`src/ptc_pkg.sv`:
```
package ptc_pkg;

    // configuration register indexes
    localparam logic [2:0] REG_TEMP_CALIB       = 3'd0;
    localparam logic [2:0] REG_PRESS_CALIB_LOW  = 3'd1;
    localparam logic [2:0] REG_PRESS_CALIB_MID  = 3'd2;
    localparam logic [2:0] REG_PRESS_CALIB_LAST = 3'd3;

    localparam int DIV_CELLS = 32;

    // calibration words, already widened to 32 bits
    typedef struct packed {
        logic [31:0] t1;
        logic [31:0] t2;
        logic [31:0] t3;
        logic [31:0] p1;
        logic [31:0] p2;
        logic [31:0] p3;
        logic [31:0] p4;
        logic [31:0] p5;
        logic [31:0] p6;
        logic [31:0] p7;
        logic [31:0] p8;
        logic [31:0] p9;
    } calib_t;

    // per-beat sideband carried along the divider chain
    typedef struct packed {
        logic        vld;
        logic [15:0] tc;
        logic        tc_ok;
        logic        nz;
        logic        dbl;
    } side_t;

    // state of one divider cell
    typedef struct packed {
        side_t       side;
        logic [31:0] divisor;
        logic [32:0] rem;
        logic [31:0] dvd;
        logic [31:0] quo;
    } div_t;

    function automatic logic [31:0] asr32(input logic [31:0] v, input int unsigned s);
        logic signed [31:0] sv;
        sv = $signed(v);
        return 32'(sv >>> s);
    endfunction

endpackage

```
`src/ptc_back.sv`:
```
module ptc_back (
    input  logic               clk,
    input  logic               rst_n,
    input  logic               en,
    input  ptc_pkg::div_t      cell_in,
    input  ptc_pkg::calib_t    calib,
    output logic               out_valid,
    output logic signed [15:0] temp_centi,
    output logic [31:0]        press_pa,
    output logic               valid_res,
    output logic               plausible
);
    import ptc_pkg::*;

    side_t       sa_reg, sb_reg;
    logic [31:0] pa_reg, sqa_reg, mba_reg, pb_reg, ab_reg, mbb_reg;
    logic        vld_reg;
    logic [15:0] tc_reg;
    logic [31:0] press_reg;
    logic        nz_reg, plaus_reg;

    logic [31:0] pa_next, q3, pf;
    logic        plaus_next;

    // undo the halved dividend, then finish pressure
    always_comb
    begin
        pa_next    = cell_in.side.dbl ? {cell_in.quo[30:0], 1'b0} : cell_in.quo;
        q3         = pa_next >> 3;
        pf         = pb_reg + asr32(asr32(ab_reg, 12) + mbb_reg + calib.p7, 4);
        plaus_next = sb_reg.nz && sb_reg.tc_ok && (pf >= 32'd30000) && (pf <= 32'd130099);
    end

    always_ff @(posedge clk or negedge rst_n)
    begin
        if (!rst_n)
        begin
            sa_reg  <= '0;
            sb_reg  <= '0;
            vld_reg <= 1'b0;
        end
        else if (en)
        begin
            sa_reg  <= cell_in.side;
            sb_reg  <= sa_reg;
            vld_reg <= sb_reg.vld;
        end
    end

    always_ff @(posedge clk)
    begin
        if (en)
        begin
            pa_reg  <= pa_next;
            sqa_reg <= q3 * q3;
            mba_reg <= (pa_next >> 2) * calib.p8;

            pb_reg  <= pa_reg;
            ab_reg  <= calib.p9 * (sqa_reg >> 13);
            mbb_reg <= asr32(mba_reg, 13);

            tc_reg    <= sb_reg.tc;
            press_reg <= sb_reg.nz ? pf : 32'd0;
            nz_reg    <= sb_reg.nz;
            plaus_reg <= plaus_next;
        end
    end

    assign out_valid  = vld_reg;
    assign temp_centi = $signed(tc_reg);
    assign press_pa   = press_reg;
    assign valid_res  = nz_reg;
    assign plausible  = plaus_reg;

endmodule

```
`config.mk`:
```
export PLATFORM = sky130hd
export DESIGN_NAME = ptc_back
export DESIGN_NICKNAME = d
export VERILOG_FILES = /design/src/ptc_pkg.sv /design/src/ptc_back.sv
export SDC_FILE = /design/constraint.sdc
export NUM_CORES = 2
export LEC_CHECK = 0
export BUFFER_PORTS_ARGS = -buffer_cell sky130_fd_sc_hd__buf_2
export CAP_MARGIN = 25
export CORE_MARGIN = 3
export CORE_UTILIZATION = 62
export DETAILED_ROUTE_END_ITERATION = 7
export PLACE_DENSITY = 0.88
export SYNTH_ARGS = -nofsm -noshare
export SYNTH_HDL_FRONTEND = slang
export SYNTH_SLANG_ARGS = --single-unit
```
`constraint.sdc`:
```
create_clock -name clk -period 7.95 [get_ports clk]
set_clock_uncertainty 0.1 [all_clocks]
set_input_delay 0 -clock clk [delete_from_list [all_inputs] [get_ports clk]]
set_output_delay 0 -clock clk [all_outputs]
set_load 0.02 [all_outputs]
```
# After elaboration in Yosys (flattened, before gate mapping)
# Index checks and enable logic that the tools add are counted.
word_totals:
  reg_bits: 268
  inputBits: 536
  out_inout_bits: 51
classes:
  addsub: 3
  n_mul: 3
  order_cmp: 2
  n_mux: 1
  reduce_logical: 3
op_table:
  columns: ["cell", "count"]
  rows:
  - ["adder 32 bit", 2]
  - [">= comparator 32 x 15 -> 1 bit, second input constant", 1]
  - ["<= comparator 32 x 17 -> 1 bit, second input constant", 1]
  - ["multiplier 29 x 29 -> 32 bit", 1]
  - ["multiplier 30 x 32 -> 32 bit", 1]
  - ["multiplier 32 x 19 -> 32 bit", 1]
  - ["two-way mux 32 bit", 1]
  - ["adder 20 x 19 -> 21 bit", 1]
  - ["logical AND 1 bit", 3]

# Logic depth before layout (Yosys ltp)
depth:
  ltp_word: 6
  mapped_depth: 35
  mapped_depth_nobuf: 34

# Worst setup path after synthesis
# OpenSTA, ideal clock, no wires.
synth_timing:
  path_kind: "input to register"
  startpoint: "in cell_in[129] in the netlist's numbering"
  endpoint: "reg sqa_reg[31], data pin"
  setup_time_ns: 0.138
  arrival_ns: 8.093
  required_time_ns: 7.712
  path_slack_ns: -0.381
  path_stages: 32
  path_buffers: 5
  cell_sequence: "clkbuf_1 > buf_2 > buf_2 > mux2i_1 > inv_1 > clkbuf_1 > clkbuf_1 > nand2_1 > fa_1 > inv_1 > fa_1 > fa_1 > fa_1 > inv_1 > fa_1 > inv_1 > ha_1 > inv_1 > fa_1 > inv_1 > fa_1 > ha_1 > and3_1 > and3_1 > a211o_1 > or3_1 > o21a_1 > a21oi_1 > o21ai_1 > o41a_1 > or4_1 > nand4_1"
synth_between:
  elab_chain_len: 2
synth_rtl:
  columns: ["element", "line", "rtl"]
  rows:
  - ["start: declaration", "ptc_back.sv:5", "input ptc_pkg::div_t cell_in,"]
  - ["two-way mux 32 bit", "ptc_back.sv:28", "pa_next = cell_in.side.dbl ? {cell_in.quo[30:0], 1'b0} : cell_in.quo;"]
  - ["multiplier 29 x 29 -> 32 bit", "ptc_back.sv:55", "sqa_reg <= q3 * q3;"]
  - ["end signal: assignment", "ptc_back.sv:55", null]
  - ["end: declaration", "ptc_back.sv:16", "logic [31:0] pa_reg, sqa_reg, mba_reg, pb_reg, ab_reg, mbb_reg;"]
# No other way between the ends.
# A chain may end at the register's enable or synchronous reset.

# Worst setup path in the final report
layout_timing:
  startpoint: "reg ab_reg[13]"
  endpoint: "reg plaus_reg (netlist: plausible), data pin"
layout_between:
  elab_chain_len: 6
  elab_cells_between_ends: 7
  cone_classes: "add/sub: 3; order compare: 2; reduce/logical: 2"
layout_rtl:
  columns: ["element", "line", "rtl"]
  rows:
  - ["start: declaration", "ptc_back.sv:16", null]
  - ["start signal: assignment", "ptc_back.sv:59", "ab_reg <= calib.p9 * (sqa_reg >> 13);"]
  - ["adder 20 x 19 -> 21 bit *", "ptc_back.sv:30", "pf = pb_reg + asr32(asr32(ab_reg, 12) + mbb_reg + calib.p7, 4);"]
  - ["adder 32 bit * (2 in a row)", "ptc_back.sv:30", null]
  - [">= comparator 32 x 15 -> 1 bit", "ptc_back.sv:31", "plaus_next = sb_reg.nz && sb_reg.tc_ok && (pf >= 32'd30000) && (pf <= 32'd130099);"]
  - ["logical AND 1 bit", "ptc_back.sv:31", null]
  - ["logical AND 1 bit *", "ptc_back.sv:31", null]
  - ["via plaus_next", "ptc_back.sv:23", "logic plaus_next;"]
  - ["end signal: assignment", "ptc_back.sv:65", "plaus_reg <= plaus_next;"]
  - ["end: declaration", "ptc_back.sv:20", "logic nz_reg, plaus_reg;"]
# The timed path passes the listed nets; every way through them passes the cells marked *.

==> results.json <==
{
  "status": "complete, but fails checks",
  "failed_checks": "antenna violations, negative hold slack",
  "num-fill-cells": 5618,
  "rr_endpoint": "plausible",
  "finalNetCount": 7607,
  "grt_max_degree": 120,
  "stdcell_area_um2": 55400,
  "drt-wirelength-per-cell_um": 20.4,
  "synth-edff-count": 191,
  "path_clk_slew_ps": 60,
  "hold_violations": 19,
  "slew_viol_final": 0,
  "critical_path_arrival_ps": 8100,
  "wl_met3_um": 15500,
  "drc": 0,
  "synth_flop_cell": "edfxtp_1",
  "finalCriticalPeriod_ps": 7810,
  "rows": 104,
  "clock_latency_ps": 580,
  "met2_length_um": 63900,
  "root_buffer": "clkbuf_16",
  "yosysSeqAreaShare_pct": 13.1,
  "rsz0062_at_grt": "true",
  "gp_congestion": 0.954,
  "maxCapViolations": 0,
  "worstSetupPathType": "flip-flop to flip-flop",
  "syn_area_um2": 51300,
  "cts_tree": "built",
  "ios": 587,
  "cp-end-kind": "flip-flop",
  "die_height_um": 294,
  "fmax_mhz": 128,
  "setup_slack_ps": 140,
  "antenna_found_initial": 5,
  "synthArstFlopShare_pct": 17.0,
  "fin_crit_sh_pct": 98.2,
  "drive_above_1_share_pct": 8.88,
  "numCtsBuffers": 25,
  "slowest_stage": "or4_4",
  "routed.top_layer": "met5",
  "wl_met1_um": 47900,
  "cp.required_ps": 8240,
  "relSlewSlack_pct": 30.2,
  "yosys_warnings": 0,
  "worstMarginPinSlew_ps": 1050,
  "routed_wl_um": 136000,
  "start_kind": "flip-flop",
  "synth.distinct_cells": 85,
  "ff2ff_path_depth": 36,
  "ff2ff_setup_slack_ps": 140,
  "area_delta_synth_final_pct": 7.98,
  "post_dp_cell_area_um2": 54200,
  "io_buffers": 201,
  "place_hpwl_um": 109000,
  "track_usage_pct": 32.7,
  "hold_ws_ps": -11.2,
  "syn_avg_cell_area_um2": 9.58,
  "syn-num-nets": 7401,
  "r2r_start": "ab_reg[13]",
  "cts.htree.levels": 1,
  "fin_util_pct": 68.2,
  "syn-instance-count": 5358,
  "crit_fanout": 3,
  "hold_class": "primary input to asynchronous set/reset pin",
  "setup_viol": 0,
  "synth-seq-cells": 230,
  "die-area_um2": 86300,
  "grt_pass1_vias": 42400,
  "grt_first_pass_wirelength_um": 220000,
  "slowest_delay_ps": 540,
  "vias": 38300,
  "detailedPlace.worstSlack_ps": -107,
  "clockBufferDepth": 3,
  "coreArea_um2": 81300,
  "dr.first_iter.drc_count": 3461,
  "finalSetupTns_ps": 0,
  "initial_core_util_pct": 63.1,
  "cts.sinks": 230,
  "ant_nets": 1,
  "grt_overflow": 0,
  "firstDrtPassIters": 6,
  "vias_per_cell": 5.76,
  "die_x_um": 294,
  "critical_path.most_common_cell": "buf_4"
}
## worst max-delay path, delay by kind of cell (launching register included)
family	cells	cell delay, ps
DFF	1	440
adders and majority gates	3	870
buffers and inverters	6	880
and+or+nand+nor	6	1530
AOI/OAI and AO/OA	19	3510
xor gates and xnor gates	2	280
## cell usage after synthesis (17+ instances only)
cell type	number	share of area, %
inv_1	1266	9.3
fa_1	1122	44
nand2_1	810	5.9
ha_1	385	9.4
and2_1	326	4.0
nor2_1	231	1.7
clkbuf_1	198	1.4
edfxtp_1	191	11
xnor2_1	173	3.0
a21oi_1	82	0.80
o21ai_0	54	0.53
xor2_1	45	0.77
mux2_2	43	0.94
dfrtp_1	39	1.9
nor2b_1	37	0.45
a21o_1	30	0.44
mux2i_1	30	0.58
o21a_1	27	0.39
nand3_1	22	0.21
nor3_1	22	0.21
nand2b_1	17	0.21
## cells in the final DEF, fill, tap and decap left out, types with 5 or more instances in the layout
cell type      instances
nand2b_1              17
nor2_1               231
a31oi_1                7
a21o_1                30
edfxtp_1             191
nand4_1               10
or3_1                 13
mux2_2                43
buf_12                 5
a211oi_1              10
a21oi_1               81
nand3_1               22
ha_1                 385
nor2b_1               37
o21bai_1               7
diode_2                9
nand2_1              810
o21a_1                27
o21ai_1               10
clkinv_1               5
inv_1               1266
buf_2                200
o211ai_1               8
o21ai_0               52
dlygate4sd3_1         30
mux2i_1               26
and3_1                16
a21boi_0               5
clkbuf_16             27
dfrtp_1               39
xnor2_1              172
nor3_1                22
and2_1               326
a2111oi_0              5
fa_1                1122
buf_4                162
xor2_1                45
o31ai_1                5
## what timing repair did
| item | CTS | global route |
|---|---|---|
| endpoints found under the hold margin | 142 | 0 |
| pin swaps | 2 | 3 |
| hold buffers | 30 | 0 |
| endpoints found under the setup margin | 1 | 8 |
| resized for setup | 9 | 8 |
| setup buffers | 1 | 0 |
## per-layer routing
| layer | up-vias | track usage (%) |
|---|---|---|
| met4 | 2 | 16.5 |
| met1 | 19000 | 41.2 |
| li1 | 16300 | - |
| met2 | 2399 | 53.7 |
| met5 | - | 0 |
| met3 | 596 | 7.16 |
## metrics by stage
stage / instances / hold WS [ps]
global placement: 6566 / 42.7
detailed placement: 6566 / 57.3
finish: 6652 / -11.2
CTS: 6643 / 1.74
global route: 6646 / 54.3
floorplan: 5358 / -396
## area by class of cell
cell class / count / area [µm²] / share of cell area [%]
multi-input combinational: 3637 / 39100 / 70.5
timing repair buffer: 398 / 2630 / 4.75
tap: 1060 / 1330 / 2.39
clock buffer: 35 / 746 / 1.35
sequential: 230 / 6710 / 12.1
clock inverter: 11 / 115 / 0.208
inverter: 1272 / 4770 / 8.61
antenna: 9 / 22.5 / 0.0406
## how the worst max path moves through the flow
stage / startpoint / end / slack (ps) / cells after the start
CTS: ab_reg[13] / plausible / 20 / 36
detailed placement: ab_reg[13] / plausible / -110 / 36
global placement: cell_in[129] / sqa_reg[31] / 20 / 28
floorplan: cell_in[129] / sqa_reg[31] / 2 / 32
global route: ab_reg[13] / plausible / -170 / 32
finish: ab_reg[13] / plausible / 140 / 36
## logic make-up after synthesis
logic type	synth area share [%]
DFF	13.1
xor gates and xnor gates	3.72
AOI/OAI and AO/OA	4.00
and+or+nand+nor	13.6
buffers and inverters	10.9
muxes	1.53
adders and majority gates	53.1
Power is left out: the tool's default activity adds up to more than one toggle a clock period on the data nets, which glitch-free logic cannot reach.
